## src/design/slea_pkg.sv

```systemverilog
`timescale 1ns / 1ps
`default_nettype none

package slea_pkg;

    localparam int PIXEL_COUNT_DEF = 8;
    localparam int BAR_SHOWN       = 8;

    localparam int RPM_W      = 14;
    localparam int MS_W       = 10;
    localparam int ELAPSED_W  = 11;
    localparam int PHASE_W    = 10;
    localparam int CHAN_W     = 8;
    localparam int VALUE_W    = 16;
    localparam int CODE_W     = 3;
    localparam int CODES_W    = 24;
    localparam int COUNT_W    = 3;
    localparam int CFG_ADDR_W = 3;
    localparam int CFG_DATA_W = 14;

    typedef enum logic [CODE_W-1:0] {
        PX_OFF   = 3'd0,
        PX_GREEN = 3'd1,
        PX_AMBER = 3'd2,
        PX_RED   = 3'd3,
        PX_DIM   = 3'd4
    } px_code_t;

    typedef enum logic {
        CMD_FRAME = 1'b0,
        CMD_TICK  = 1'b1
    } cmd_t;

    localparam logic [CHAN_W-1:0] CH_RPM   = 8'd1;
    localparam logic [CHAN_W-1:0] CH_MAP   = 8'd2;
    localparam logic [CHAN_W-1:0] CH_BAT   = 8'd5;
    localparam logic [CHAN_W-1:0] CH_CLT   = 8'd24;
    localparam logic [CHAN_W-1:0] CH_FAULT = 8'd255;

    localparam logic [CFG_ADDR_W-1:0] REG_START_RPM   = 3'd0;
    localparam logic [CFG_ADDR_W-1:0] REG_END_RPM     = 3'd1;
    localparam logic [CFG_ADDR_W-1:0] REG_SHIFT_POINT = 3'd2;
    localparam logic [CFG_ADDR_W-1:0] REG_DARK_POINT  = 3'd3;
    localparam logic [CFG_ADDR_W-1:0] REG_AMBER_MS    = 3'd4;
    localparam logic [CFG_ADDR_W-1:0] REG_FLASH_MS    = 3'd5;

    localparam logic [RPM_W-1:0] START_RPM_RST   = 14'd1200;
    localparam logic [RPM_W-1:0] END_RPM_RST     = 14'd6200;
    localparam logic [RPM_W-1:0] SHIFT_POINT_RST = 14'd4200;
    localparam logic [RPM_W-1:0] DARK_POINT_RST  = 14'd4700;
    localparam logic [MS_W-1:0]  AMBER_MS_RST    = 10'd120;
    localparam logic [MS_W-1:0]  FLASH_MS_RST    = 10'd300;

    localparam logic [ELAPSED_W-1:0] ELAPSED_MAX = 11'd2047;
    localparam logic [PHASE_W-1:0]   BUZZ_LAST   = 10'd599;
    localparam logic [PHASE_W-1:0]   BUZZ_ON     = 10'd300;
    localparam logic [VALUE_W-1:0]   FAULT_MASK  = 16'h070F;
    localparam logic [VALUE_W-1:0]   CLT_LIMIT   = 16'd105;
    localparam logic [VALUE_W-1:0]   RPM_LIMIT   = 16'd7000;
    localparam logic [VALUE_W-1:0]   MAP_LIMIT   = 16'd212;
    localparam logic [VALUE_W-1:0]   BAT_LOW     = 16'd38;
    localparam logic [VALUE_W-1:0]   BAT_HIGH    = 16'd443;

    typedef struct packed {
        cmd_t               command;
        logic [CHAN_W-1:0]  channel;
        logic [VALUE_W-1:0] value;
    } item_t;

    typedef struct packed {
        logic [RPM_W-1:0] start_rpm;
        logic [RPM_W-1:0] shift_point;
        logic [RPM_W-1:0] dark_point;
        logic [MS_W-1:0]  amber_interval_ms;
        logic [MS_W-1:0]  screen_flash_ms;
        logic [RPM_W-1:0] step_rpm;
    } cfg_t;

    typedef struct packed {
        logic [CODES_W-1:0] pixel_codes;
        logic               buzzer;
        logic               alarm;
        logic               screen_flash;
        logic [COUNT_W-1:0] fault_count;
    } result_t;

endpackage

`default_nettype wire

```

## src/design/slea_in_stage.sv

```systemverilog
`timescale 1ns / 1ps
`default_nettype none

module slea_in_stage (
    input  wire logic           aclk,
    input  wire logic           aresetn,
    input  wire logic           s_valid,
    output logic                s_ready,
    input  wire slea_pkg::item_t s_item,
    input  wire logic           take,
    output logic                item_valid,
    output slea_pkg::item_t     item
);
    import slea_pkg::*;

    logic  valid_reg;
    logic  valid_next;
    item_t item_reg;

    assign s_ready    = !valid_reg || take;
    assign valid_next = (s_valid && s_ready) ? 1'b1 : (take ? 1'b0 : valid_reg);

    always_ff @(posedge aclk) begin
        if (!aresetn) begin
            valid_reg <= 1'b0;
        end else begin
            valid_reg <= valid_next;
        end
    end

    always_ff @(posedge aclk) begin
        if (s_valid && s_ready) begin
            item_reg <= s_item;
        end
    end

    assign item_valid = valid_reg;
    assign item       = item_reg;

endmodule

`default_nettype wire

```

## src/design/slea_core.sv

```systemverilog
`timescale 1ns / 1ps
`default_nettype none

module slea_core #(
    parameter int PIXEL_COUNT = slea_pkg::PIXEL_COUNT_DEF
) (
    input  wire logic            aclk,
    input  wire logic            aresetn,
    input  wire logic            fire,
    input  wire slea_pkg::item_t item,
    input  wire slea_pkg::cfg_t  cfg,
    output slea_pkg::result_t    result
);
    import slea_pkg::*;

    localparam int SHOWN = (PIXEL_COUNT < BAR_SHOWN) ? PIXEL_COUNT : BAR_SHOWN;

    logic [VALUE_W-1:0]   engine_speed_reg, engine_speed_next;
    logic [VALUE_W-1:0]   coolant_raw_reg, coolant_raw_next;
    logic [VALUE_W-1:0]   manifold_raw_reg, manifold_raw_next;
    logic [VALUE_W-1:0]   battery_raw_reg, battery_raw_next;
    logic [COUNT_W-1:0]   faults_seen_reg, faults_seen_next;
    px_code_t             pixel_reg [PIXEL_COUNT];
    px_code_t             pixel_next [PIXEL_COUNT];
    logic                 amber_on_reg, amber_on_next;
    logic [ELAPSED_W-1:0] amber_elapsed_reg, amber_elapsed_next;
    logic                 flash_active_reg, flash_active_next;
    logic [ELAPSED_W-1:0] flash_elapsed_reg, flash_elapsed_next;
    logic [PHASE_W-1:0]   buzz_phase_reg, buzz_phase_next;

    px_code_t             graph_code [PIXEL_COUNT];
    logic [COUNT_W-1:0]   fault_ones;
    logic                 below_shift;
    logic                 below_flash_end;
    logic                 alarm;
    logic [CODES_W-1:0]   codes;

    // Bar graph thresholds: pixel g lights when rpm exceeds start + g * step.
    for (genvar g = 0; g < PIXEL_COUNT; g++) begin : g_graph
        localparam int       K      = (g * 8) / PIXEL_COUNT;
        localparam px_code_t COLOUR = (K < 4) ? PX_GREEN : ((K < 6) ? PX_AMBER : PX_RED);
        logic [VALUE_W-1:0] threshold;
        assign threshold = VALUE_W'(cfg.start_rpm)
                         + VALUE_W'(g) * VALUE_W'(cfg.step_rpm);
        assign graph_code[g] = (item.value > threshold) ? COLOUR : PX_OFF;
    end

    assign fault_ones      = COUNT_W'($countones(item.value & FAULT_MASK));
    assign below_shift     = item.value < VALUE_W'(cfg.shift_point);
    assign below_flash_end = item.value < VALUE_W'(cfg.dark_point);

    always_comb begin
        engine_speed_next  = engine_speed_reg;
        coolant_raw_next   = coolant_raw_reg;
        manifold_raw_next  = manifold_raw_reg;
        battery_raw_next   = battery_raw_reg;
        faults_seen_next   = faults_seen_reg;
        pixel_next         = pixel_reg;
        amber_on_next      = amber_on_reg;
        amber_elapsed_next = amber_elapsed_reg;
        flash_active_next  = flash_active_reg;
        flash_elapsed_next = flash_elapsed_reg;
        buzz_phase_next    = buzz_phase_reg;
        if (fire) begin
            if (item.command == CMD_TICK) begin
                if (amber_elapsed_reg != ELAPSED_MAX) begin
                    amber_elapsed_next = amber_elapsed_reg + 1'b1;
                end
                if (flash_elapsed_reg != ELAPSED_MAX) begin
                    flash_elapsed_next = flash_elapsed_reg + 1'b1;
                end
                buzz_phase_next = (buzz_phase_reg == BUZZ_LAST) ? '0 : buzz_phase_reg + 1'b1;
                if (flash_active_reg
                    && flash_elapsed_next > ELAPSED_W'(cfg.screen_flash_ms)) begin
                    flash_active_next = 1'b0;
                end
            end else begin
                unique case (item.channel)
                    CH_RPM: begin
                        engine_speed_next = item.value;
                        if (!below_shift && !flash_active_reg) begin
                            flash_active_next  = 1'b1;
                            flash_elapsed_next = '0;
                        end
                        if (below_shift) begin
                            pixel_next = graph_code;
                        end else if (below_flash_end) begin
                            if (amber_elapsed_reg > ELAPSED_W'(cfg.amber_interval_ms)) begin
                                amber_on_next      = !amber_on_reg;
                                amber_elapsed_next = '0;
                                for (int i = 0; i < PIXEL_COUNT; i++) begin
                                    pixel_next[i] = amber_on_reg ? PX_OFF : PX_AMBER;
                                end
                            end
                        end else begin
                            for (int i = 0; i < PIXEL_COUNT; i++) begin
                                pixel_next[i] = PX_OFF;
                            end
                        end
                    end
                    CH_MAP:   manifold_raw_next = item.value;
                    CH_BAT:   battery_raw_next  = item.value;
                    CH_CLT:   coolant_raw_next  = item.value;
                    CH_FAULT: faults_seen_next  = fault_ones;
                    default: begin
                    end
                endcase
            end
        end
    end

    always_ff @(posedge aclk) begin
        if (!aresetn) begin
            engine_speed_reg  <= '0;
            coolant_raw_reg   <= '0;
            manifold_raw_reg  <= '0;
            battery_raw_reg   <= '0;
            faults_seen_reg   <= '0;
            for (int i = 0; i < PIXEL_COUNT; i++) begin
                pixel_reg[i] <= PX_DIM;
            end
            amber_on_reg      <= 1'b0;
            amber_elapsed_reg <= '0;
            flash_active_reg  <= 1'b0;
            flash_elapsed_reg <= '0;
            buzz_phase_reg    <= '0;
        end else begin
            engine_speed_reg  <= engine_speed_next;
            coolant_raw_reg   <= coolant_raw_next;
            manifold_raw_reg  <= manifold_raw_next;
            battery_raw_reg   <= battery_raw_next;
            faults_seen_reg   <= faults_seen_next;
            pixel_reg         <= pixel_next;
            amber_on_reg      <= amber_on_next;
            amber_elapsed_reg <= amber_elapsed_next;
            flash_active_reg  <= flash_active_next;
            flash_elapsed_reg <= flash_elapsed_next;
            buzz_phase_reg    <= buzz_phase_next;
        end
    end

    assign alarm = (faults_seen_next != '0)
                || (coolant_raw_next > CLT_LIMIT)
                || (engine_speed_next > RPM_LIMIT)
                || (manifold_raw_next >= MAP_LIMIT)
                || ((battery_raw_next >= BAT_LOW) && (battery_raw_next <= BAT_HIGH));

    always_comb begin
        codes = '0;
        for (int i = 0; i < SHOWN; i++) begin
            codes[CODE_W*i +: CODE_W] = pixel_next[i];
        end
    end

    assign result.pixel_codes  = codes;
    assign result.buzzer       = alarm && (buzz_phase_next < BUZZ_ON);
    assign result.alarm        = alarm;
    assign result.screen_flash = flash_active_next;
    assign result.fault_count  = faults_seen_next;

endmodule

`default_nettype wire

```

## src/design/slea_out_stage.sv

```systemverilog
`timescale 1ns / 1ps
`default_nettype none

module slea_out_stage (
    input  wire logic              aclk,
    input  wire logic              aresetn,
    output logic                   can_load,
    input  wire logic              load,
    input  wire slea_pkg::result_t result,
    output logic                   m_valid,
    input  wire logic              m_ready,
    output slea_pkg::result_t      m_result
);
    import slea_pkg::*;

    logic    valid_reg;
    logic    valid_next;
    result_t result_reg;

    assign can_load   = !valid_reg || m_ready;
    assign valid_next = load ? 1'b1 : (m_ready ? 1'b0 : valid_reg);

    always_ff @(posedge aclk) begin
        if (!aresetn) begin
            valid_reg <= 1'b0;
        end else begin
            valid_reg <= valid_next;
        end
    end

    always_ff @(posedge aclk) begin
        if (load) begin
            result_reg <= result;
        end
    end

    assign m_valid  = valid_reg;
    assign m_result = result_reg;

endmodule

`default_nettype wire

```

## src/design/shift_light_and_engine_alarm.sv

```systemverilog
`timescale 1ns / 1ps
`default_nettype none

// Channel   Ports                                       Direction
// input     s_valid s_ready s_command s_channel s_value   in
// result    m_valid m_ready m_pixel_codes m_buzzer ...    out
// config    cfg_wr_en cfg_addr cfg_wr_data                in
//
// A request is taken every cycle unless m_ready stalls; its result is registered to m_.
// The input register feeds the state update, whose result lands in the output register.
// Reset is synchronous and active low and clears the state to its power-up values.
// A stalled result holds in the output register while the input register still fills.
// The bar step is registered from the configuration and lags a write by that register.

module shift_light_and_engine_alarm #(
    parameter int PIXEL_COUNT = slea_pkg::PIXEL_COUNT_DEF
) (
    input  wire logic                               aclk,
    input  wire logic                               aresetn,
    input  wire logic                               s_valid,
    output logic                                    s_ready,
    input  wire logic                               s_command,
    input  wire logic [slea_pkg::CHAN_W-1:0]        s_channel,
    input  wire logic [slea_pkg::VALUE_W-1:0]       s_value,
    output logic                                    m_valid,
    input  wire logic                               m_ready,
    output logic [slea_pkg::CODES_W-1:0]            m_pixel_codes,
    output logic                                    m_buzzer,
    output logic                                    m_alarm,
    output logic                                    m_screen_flash,
    output logic [slea_pkg::COUNT_W-1:0]            m_fault_count,
    input  wire logic                               cfg_wr_en,
    input  wire logic [slea_pkg::CFG_ADDR_W-1:0]    cfg_addr,
    input  wire logic [slea_pkg::CFG_DATA_W-1:0]    cfg_wr_data
);
    import slea_pkg::*;

    localparam int DIV_SHIFT = RPM_W + $clog2(PIXEL_COUNT);
    localparam int RECIP     = ((1 << DIV_SHIFT) + PIXEL_COUNT - 1) / PIXEL_COUNT;
    localparam int RECIP_W   = DIV_SHIFT + 1;
    localparam int PROD_W    = RPM_W + RECIP_W;

    logic [RPM_W-1:0]  start_rpm_reg, end_rpm_reg, shift_point_reg, dark_point_reg;
    logic [MS_W-1:0]   amber_ms_reg, flash_ms_reg;
    logic [RPM_W-1:0]  step_reg, step_next;
    logic [RPM_W-1:0]  span;
    logic [PROD_W-1:0] span_prod;

    item_t   s_item;
    item_t   item;
    logic    item_valid;
    logic    take;
    logic    can_load;
    cfg_t    cfg;
    result_t result;
    result_t m_result;

    always_ff @(posedge aclk) begin
        if (!aresetn) begin
            start_rpm_reg   <= START_RPM_RST;
            end_rpm_reg     <= END_RPM_RST;
            shift_point_reg <= SHIFT_POINT_RST;
            dark_point_reg  <= DARK_POINT_RST;
            amber_ms_reg    <= AMBER_MS_RST;
            flash_ms_reg    <= FLASH_MS_RST;
        end else if (cfg_wr_en) begin
            unique case (cfg_addr)
                REG_START_RPM:   start_rpm_reg   <= cfg_wr_data[RPM_W-1:0];
                REG_END_RPM:     end_rpm_reg     <= cfg_wr_data[RPM_W-1:0];
                REG_SHIFT_POINT: shift_point_reg <= cfg_wr_data[RPM_W-1:0];
                REG_DARK_POINT:  dark_point_reg  <= cfg_wr_data[RPM_W-1:0];
                REG_AMBER_MS:    amber_ms_reg    <= cfg_wr_data[MS_W-1:0];
                REG_FLASH_MS:    flash_ms_reg    <= cfg_wr_data[MS_W-1:0];
                default: begin
                end
            endcase
        end
    end

    // The span is divided by the pixel count through an exact reciprocal multiply.
    assign span      = (end_rpm_reg >= start_rpm_reg) ? (end_rpm_reg - start_rpm_reg) : '0;
    assign span_prod = PROD_W'(span) * PROD_W'(RECIP_W'(RECIP));
    assign step_next = span_prod[DIV_SHIFT +: RPM_W];

    always_ff @(posedge aclk) begin
        step_reg <= step_next;
    end

    assign cfg.start_rpm         = start_rpm_reg;
    assign cfg.shift_point       = shift_point_reg;
    assign cfg.dark_point        = dark_point_reg;
    assign cfg.amber_interval_ms = amber_ms_reg;
    assign cfg.screen_flash_ms   = flash_ms_reg;
    assign cfg.step_rpm          = step_reg;

    assign s_item.command = cmd_t'(s_command);
    assign s_item.channel = s_channel;
    assign s_item.value   = s_value;

    assign take = item_valid && can_load;

    slea_in_stage u_in_stage (
        .aclk       (aclk),
        .aresetn    (aresetn),
        .s_valid    (s_valid),
        .s_ready    (s_ready),
        .s_item     (s_item),
        .take       (take),
        .item_valid (item_valid),
        .item       (item)
    );

    slea_core #(
        .PIXEL_COUNT (PIXEL_COUNT)
    ) u_core (
        .aclk    (aclk),
        .aresetn (aresetn),
        .fire    (take),
        .item    (item),
        .cfg     (cfg),
        .result  (result)
    );

    slea_out_stage u_out_stage (
        .aclk     (aclk),
        .aresetn  (aresetn),
        .can_load (can_load),
        .load     (take),
        .result   (result),
        .m_valid  (m_valid),
        .m_ready  (m_ready),
        .m_result (m_result)
    );

    assign m_pixel_codes  = m_result.pixel_codes;
    assign m_buzzer       = m_result.buzzer;
    assign m_alarm        = m_result.alarm;
    assign m_screen_flash = m_result.screen_flash;
    assign m_fault_count  = m_result.fault_count;

endmodule

`default_nettype wire

```

## config.mk

```make
export PLATFORM = sky130hd
export DESIGN_NAME = shift_light_and_engine_alarm
export DESIGN_NICKNAME = d
export VERILOG_FILES = /design/src/design/slea_pkg.sv /design/src/design/slea_in_stage.sv /design/src/design/slea_core.sv /design/src/design/slea_out_stage.sv /design/src/design/shift_light_and_engine_alarm.sv
export SDC_FILE = /design/constraint.sdc
export NUM_CORES = 1
export LEC_CHECK = 0
export ABC_AREA = 1
export BUFFER_PORTS_ARGS = -buffer_cell sky130_fd_sc_hd__buf_4
export CAP_MARGIN = 0
export CORE_ASPECT_RATIO = 1.4
export CORE_MARGIN = 1.5
export CORE_UTILIZATION = 36
export DETAILED_ROUTE_END_ITERATION = 10
export GPL_ROUTABILITY_DRIVEN = 0
export PLACE_DENSITY = 0.54
export SLEW_MARGIN = 15
export SYNTH_ARGS = -nofsm -noshare
export SYNTH_HDL_FRONTEND = slang
export SYNTH_SLANG_ARGS = --single-unit
```

## constraint.sdc

```tcl
create_clock -name aclk -period 5.18 [get_ports aclk]
set_input_delay 0 -clock aclk [delete_from_list [all_inputs] [get_ports aclk]]
set_output_delay 0 -clock aclk [all_outputs]
set_load 0.005 [all_outputs]
```

# Word-level counts from Yosys, hierarchy flattened
# Cells that the tools add are included.
[totals]
reg_bits = 269
in_bits = 47
out_inout_bits = 32
wordCells = 180
[classes]
addsub = 17
multipliers = 4
magnitude_cmp = 19
eq_ne = 15
mux = 54
bitwise = 2
reduce_logical = 34
[ops]
columns = ["cell", "n"]
rows = [
  ["$mux W16", 12],
  ["$mux W24", 6],
  ["$mux W11", 12],
  ["$gt A16 B16 Y1", 7],
  ["$add A14 B16 Y16", 4],
  ["$lt A16 B14 Y1", 2],
  ["$mux W10", 3],
  ["$mul A3 B11 Y14 const A", 2],
  ["$mul A2 B11 Y13 const A", 2],
  ["$add A11 B1 Y11 const B", 2],
  ["$gt A11 B10 Y1", 2],
  ["$ne A11 B11 Y1 const B", 2],
  ["$ge A16 B6 Y1 const B", 1],
  ["$ge A16 B8 Y1 const B", 1],
  ["$gt A16 B13 Y1 const B", 1],
  ["$gt A16 B14 Y1", 1],
  ["$gt A16 B7 Y1 const B", 1],
  ["$le A16 B9 Y1 const B", 1],
  ["$add A14 B11 Y15", 1],
  ["$add A14 B12 Y15", 1],
  ["$add A14 B13 Y15", 1],
  ["$ge A14 B14 Y1", 1],
  ["$sub A14 B14 Y14", 1],
  ["$mux W1", 13],
  ["other kinds (28)", 65],
]

# Depth between registers and ports, before layout
[logic_depth]
word_depth = 12
depth_mapped = 28
mapped_depth_nobuf = 28

# Modules after synthesis
# From an unflattened synthesis, not the netlist that was laid out.
[hier_totals]
cells_unflattened = 2952
hier_area_um2 = 21694.6
[by_module_without_submodules]
columns = ["mod", "instances", "cells_per_inst", "area_each_um2", "seq_area_each_um2"]
rows = [
  ["slea_core", 1, 2328, 16021.6, 2422.3],
  ["shift_light_and_engine_alarm", 1, 556, 3923.8, 1741.7],
  ["slea_out_stage", 1, 36, 947.2, 920.9],
  ["slea_in_stage", 1, 32, 802.0, 770.7],
]

# Worst setup path before layout
# Ideal clock, no wire load.
[synth_path]
path_kind = "reg2reg"
start = "register step_reg[1]"
end = "register u_out_stage.result_reg (netlist bit u_out_stage.m_result[27]) (data pin)"
setup_ns = 0.251
arrival_time_ns = 4.431
required_ns = 4.929
setup_slack_ns = 0.498
path_stages_with_launch = 27
n_path_buf = 0
period_less_slack_ns = 4.682
cell_sequence = "dfxtp_1 -> fa_1 -> ha_1 -> inv_1 -> fa_1 -> o21ai_0 -> a21oi_1 -> o21ai_0 -> xnor2_1 -> inv_1 -> ha_1 -> a21oi_1 -> a21boi_0 -> o21ai_0 -> xnor2_1 -> ha_1 -> a21oi_1 -> o21ai_0 -> nor2b_1 -> nor3_1 -> nand2_1 -> nand2_1 -> nor2_1 -> nor2_1 -> nand2_1 -> nand2_1 -> inv_1"
[synth_rtl]
columns = ["item", "line", "rtl"]
rows = [
  ["start: declaration", "shift_light_and_engine_alarm.sv:45", "logic [RPM_W-1:0] step_reg, step_next;"],
  ["start signal: assignment", "shift_light_and_engine_alarm.sv:86", "step_reg <= step_next;"],
  ["end signal: assignment", "slea_out_stage.sv:33", "result_reg <= result;"],
  ["end: declaration", "slea_out_stage.sv:18", "result_t result_reg;"],
]

==> results.json <==
{
  "outcome": "finished clean",
  "tightest_slew_ns": 1.053,
  "netlist-cell-type-count": 60,
  "async_reset_ff_share_pct": 0,
  "cp-start-kind": "register",
  "place_ws_ns": 0.09654,
  "max-slew-margin-rel_pct": 29.56,
  "ff_latch_area_um2": 5867,
  "clkLatencyLatePin_ns": 0.57,
  "r2r_cells": 28,
  "std_cell_rows": 102,
  "avgRoutedWirePerCell_um": 17.48,
  "synth_warnings": 0,
  "power.total_w": 0.009764,
  "cp.required_ns": 5.51,
  "hold_viol_final": 0,
  "drive_above_1_share_pct": 9.126,
  "yosysSeqAreaShare_pct": 29.12,
  "postRouteAntennaNets": 0,
  "antenna_found_initial": 0,
  "finalInstanceArea_um2": 23320,
  "cap_violations": 0,
  "skew_ns": 0.01438,
  "whs_path_depth": 2,
  "cts_tree": "yes",
  "core-area_um2": 55260,
  "worstSetupStartpoint": "step_reg[3]$_SDFF_PN0_",
  "postPlaceCellArea_um2": 21700,
  "die_x_um": 202.8,
  "worst_path_largest_cell_delay_ns": 0.41,
  "grt_max_degree": 95,
  "area_growth_pct": 15.95,
  "synthesis.nets": 3019,
  "vias": 18280,
  "period_needed_ns": 4.848,
  "p_leak_nw": 11.05,
  "slew_viol_final": 0,
  "pin_count": 79,
  "layout_common_cells": "nand2_1, inv_1, ha_1",
  "max-vdd-ir-drop_mv": 0.2811,
  "r2r_setup_slack_ns": 0.33,
  "cts-root-buf": "clkbuf_16",
  "dpl.cell_count": 3455,
  "design.die.area_um2": 57310,
  "syn_area_um2": 20110,
  "ys_seq_elements": 265,
  "p_per_area_nw_per_um2": 418.7,
  "cts_buffers": 29,
  "grt.overflow.total": 0,
  "worst_slack_ns": 0.3316,
  "multi_input_area_um2": 12800,
  "rr_startpoint": "step_reg[3]$_SDFF_PN0_",
  "hpwl_mm": 48.28,
  "cts_buffer_depth": 3,
  "syn_area_per_cell_um2": 7.580,
  "finalNetCount": 3181,
  "crit_type": "register to register",
  "first_iter_violations": 1030,
  "initial_core_util_pct": 36.39,
  "portBuffers": 78,
  "final-setup-viol-count": 0,
  "synth_cells": 2653,
  "crit_arrival_ns": 5.17,
  "largest_reg_flops": 30,
  "chipHeight_um": 282.7,
  "grtUsageTotal_pct": 21.57,
  "clk_pin_slew_worst_paths_ns": 0.06,
  "post_layout_nonfiller_instances": 3566,
  "grt_pass1_wl_mm": 96.94,
  "synth_top_flop_cell": "dfxtp_1",
  "max_freq_mhz": 206.3,
  "fill_cells": 5565,
  "finalSetupTns_ns": 0,
  "synth-edff-count": 55,
  "hp-class": "primary input to register",
  "worst_setup_path_end_kind": "register",
  "drt-vias-per-instance": 5.126,
  "crit_slowest_cell": "fa_1",
  "drtPass1Iterations": 5,
  "final_common_cell": "nand2_1",
  "drc": 0,
  "ctsHtreeMaxLevel": 1,
  "cp_max_fo": 6,
  "n_antenna_cell": 0,
  "hold_start": "s_channel[3]",
  "drt_wl_total_mm": 62.34,
  "period_share_pct": 93.60,
  "hold_end": "u_in_stage.item[19]$_DFFE_PP_",
  "rr_endpoint": "u_out_stage.m_result[22]$_DFFE_PP_",
  "grt_pass1_vias": 17760,
  "clkSinkCount": 265
}
==> repair_timing <==
item                       in CTS  in global routing
resized for setup               0                 35
hold endpoints to repair      103                  0
setup endpoints to repair       0                 12
buffers inserted                0                  0
hold buffers                   57                  0
==> logic make-up (layout without fill, tap and decap cells) <==
logic type | Yosys count | after routing | synth area share [%]
simple gates | 1004 | 1004 | 22.06
compound gates | 551 | 551 | 14.97
buf+inv | 386 | 571 | 7.646
fa+ha+maj | 319 | 319 | 20.63
flops | 265 | 265 | 29.12
xor+xnor | 127 | 127 | 5.531
mux | 1 | 1 | 0.04977
==> power by group <==
group / total, W / internal (W) / leakage (nW) / switching, W
registers: 0.00227 / 0.00217 / 2.21 / 0.000104
logic: 0.00538 / 0.00222 / 8.38 / 0.00316
clock network: 0.00211 / 0.00123 / 0.468 / 0.000884
total: 0.00976 / 0.00561 / 11.1 / 0.00415
==> final cells by class <==
cell class | count | share of cell area, %
multi-input cells | 2002 | 54.89
repair buffers | 182 | 6.525
inverters | 335 | 5.430
clock buffers | 49 | 3.847
well taps | 728 | 3.906
clock inverters | 5 | 0.2468
flip-flops and latches | 265 | 25.16
==> Yosys cell counts, types with 4 or more instances <==
library cell | count | area share, %
o21ai_0 | 176 | 4.4
inv_1 | 321 | 6.0
a211oi_1 | 11 | 0.41
clkbuf_1 | 34 | 0.63
dfxtp_1 | 210 | 21
o21ai_2 | 6 | 0.26
nand2_2 | 7 | 0.22
or2_1 | 4 | 0.12
nor2_8 | 5 | 0.50
a21boi_0 | 11 | 0.41
nor4_1 | 8 | 0.25
a31oi_1 | 6 | 0.19
xor2_1 | 87 | 3.8
a21o_1 | 9 | 0.34
a21oi_1 | 270 | 6.7
inv_2 | 9 | 0.17
edfxtp_1 | 55 | 8.2
buf_2 | 5 | 0.12
nand2_4 | 4 | 0.22
ha_1 | 298 | 19
o21bai_1 | 8 | 0.30
nor3_1 | 31 | 0.77
nand2_1 | 491 | 9.2
or2_2 | 15 | 0.47
o21ai_1 | 12 | 0.30
o211ai_1 | 25 | 0.93
o31ai_1 | 5 | 0.19
nor2_4 | 5 | 0.28
nand3_1 | 138 | 3.4
buf_6 | 8 | 0.45
nand4_1 | 37 | 1.2
fa_1 | 21 | 2.1
nand3b_1 | 6 | 0.22
nor2_2 | 7 | 0.22
xnor2_1 | 40 | 1.7
nor2_1 | 233 | 4.3
==> critical path: cells and delay by family, from the launching register on <==
| family | cells | cell delay [ns] |
|---|---|---|
| adders and majority gates | 5 | 1.54 |
| and+or+nand+nor | 13 | 1.52 |
| buffers and inverters | 5 | 0.48 |
| AOI/OAI and AO/OA | 3 | 0.45 |
| DFF | 1 | 0.38 |
| xor gates and xnor gates | 2 | 0.24 |
==> per-layer routing <==
layer	routed length, um	vias to the layer above	share of wire [%]	GRT usage, %
met1	25260	8517	41	24.15
met2	31630	384	51	40.53
met5	0	-	0	0
met3	2050	133	3.3	1.774
li1	-	9244	-	-
met4	3399	0	5.5	11.17
==> per-stage QoR <==
stage	hold WS (ns)	utilization, %
2_1_floorplan	0.09887	-
3_3_place_gp	0.1792	39.27
3_5_place_dp	0.1793	39.27
4_1_cts	0.1317	42.03
5_1_grt	0.1490	42.20
6_report	0.1597	42.20
==> how the worst max path moves through the flow <==
stage | endpoint | slack (ns) | cells after the start
final | u_out_stage.m_result[22]$_DFFE_PP_ | 0.33 | 28
after global routing | u_out_stage.m_result[24]$_DFFE_PP_ | -0.02 | 27
after CTS | u_out_stage.m_result[22]$_DFFE_PP_ | 0.07 | 28
after detailed placement | u_out_stage.m_result[27]$_DFFE_PP_ | 0.1 | 24
after global placement | u_out_stage.m_result[15]$_DFFE_PP_ | 0.18 | 26
after floorplan | u_out_stage.m_result[27]$_DFFE_PP_ | 0.50 | 26
Power figures use the tool's default switching activity.
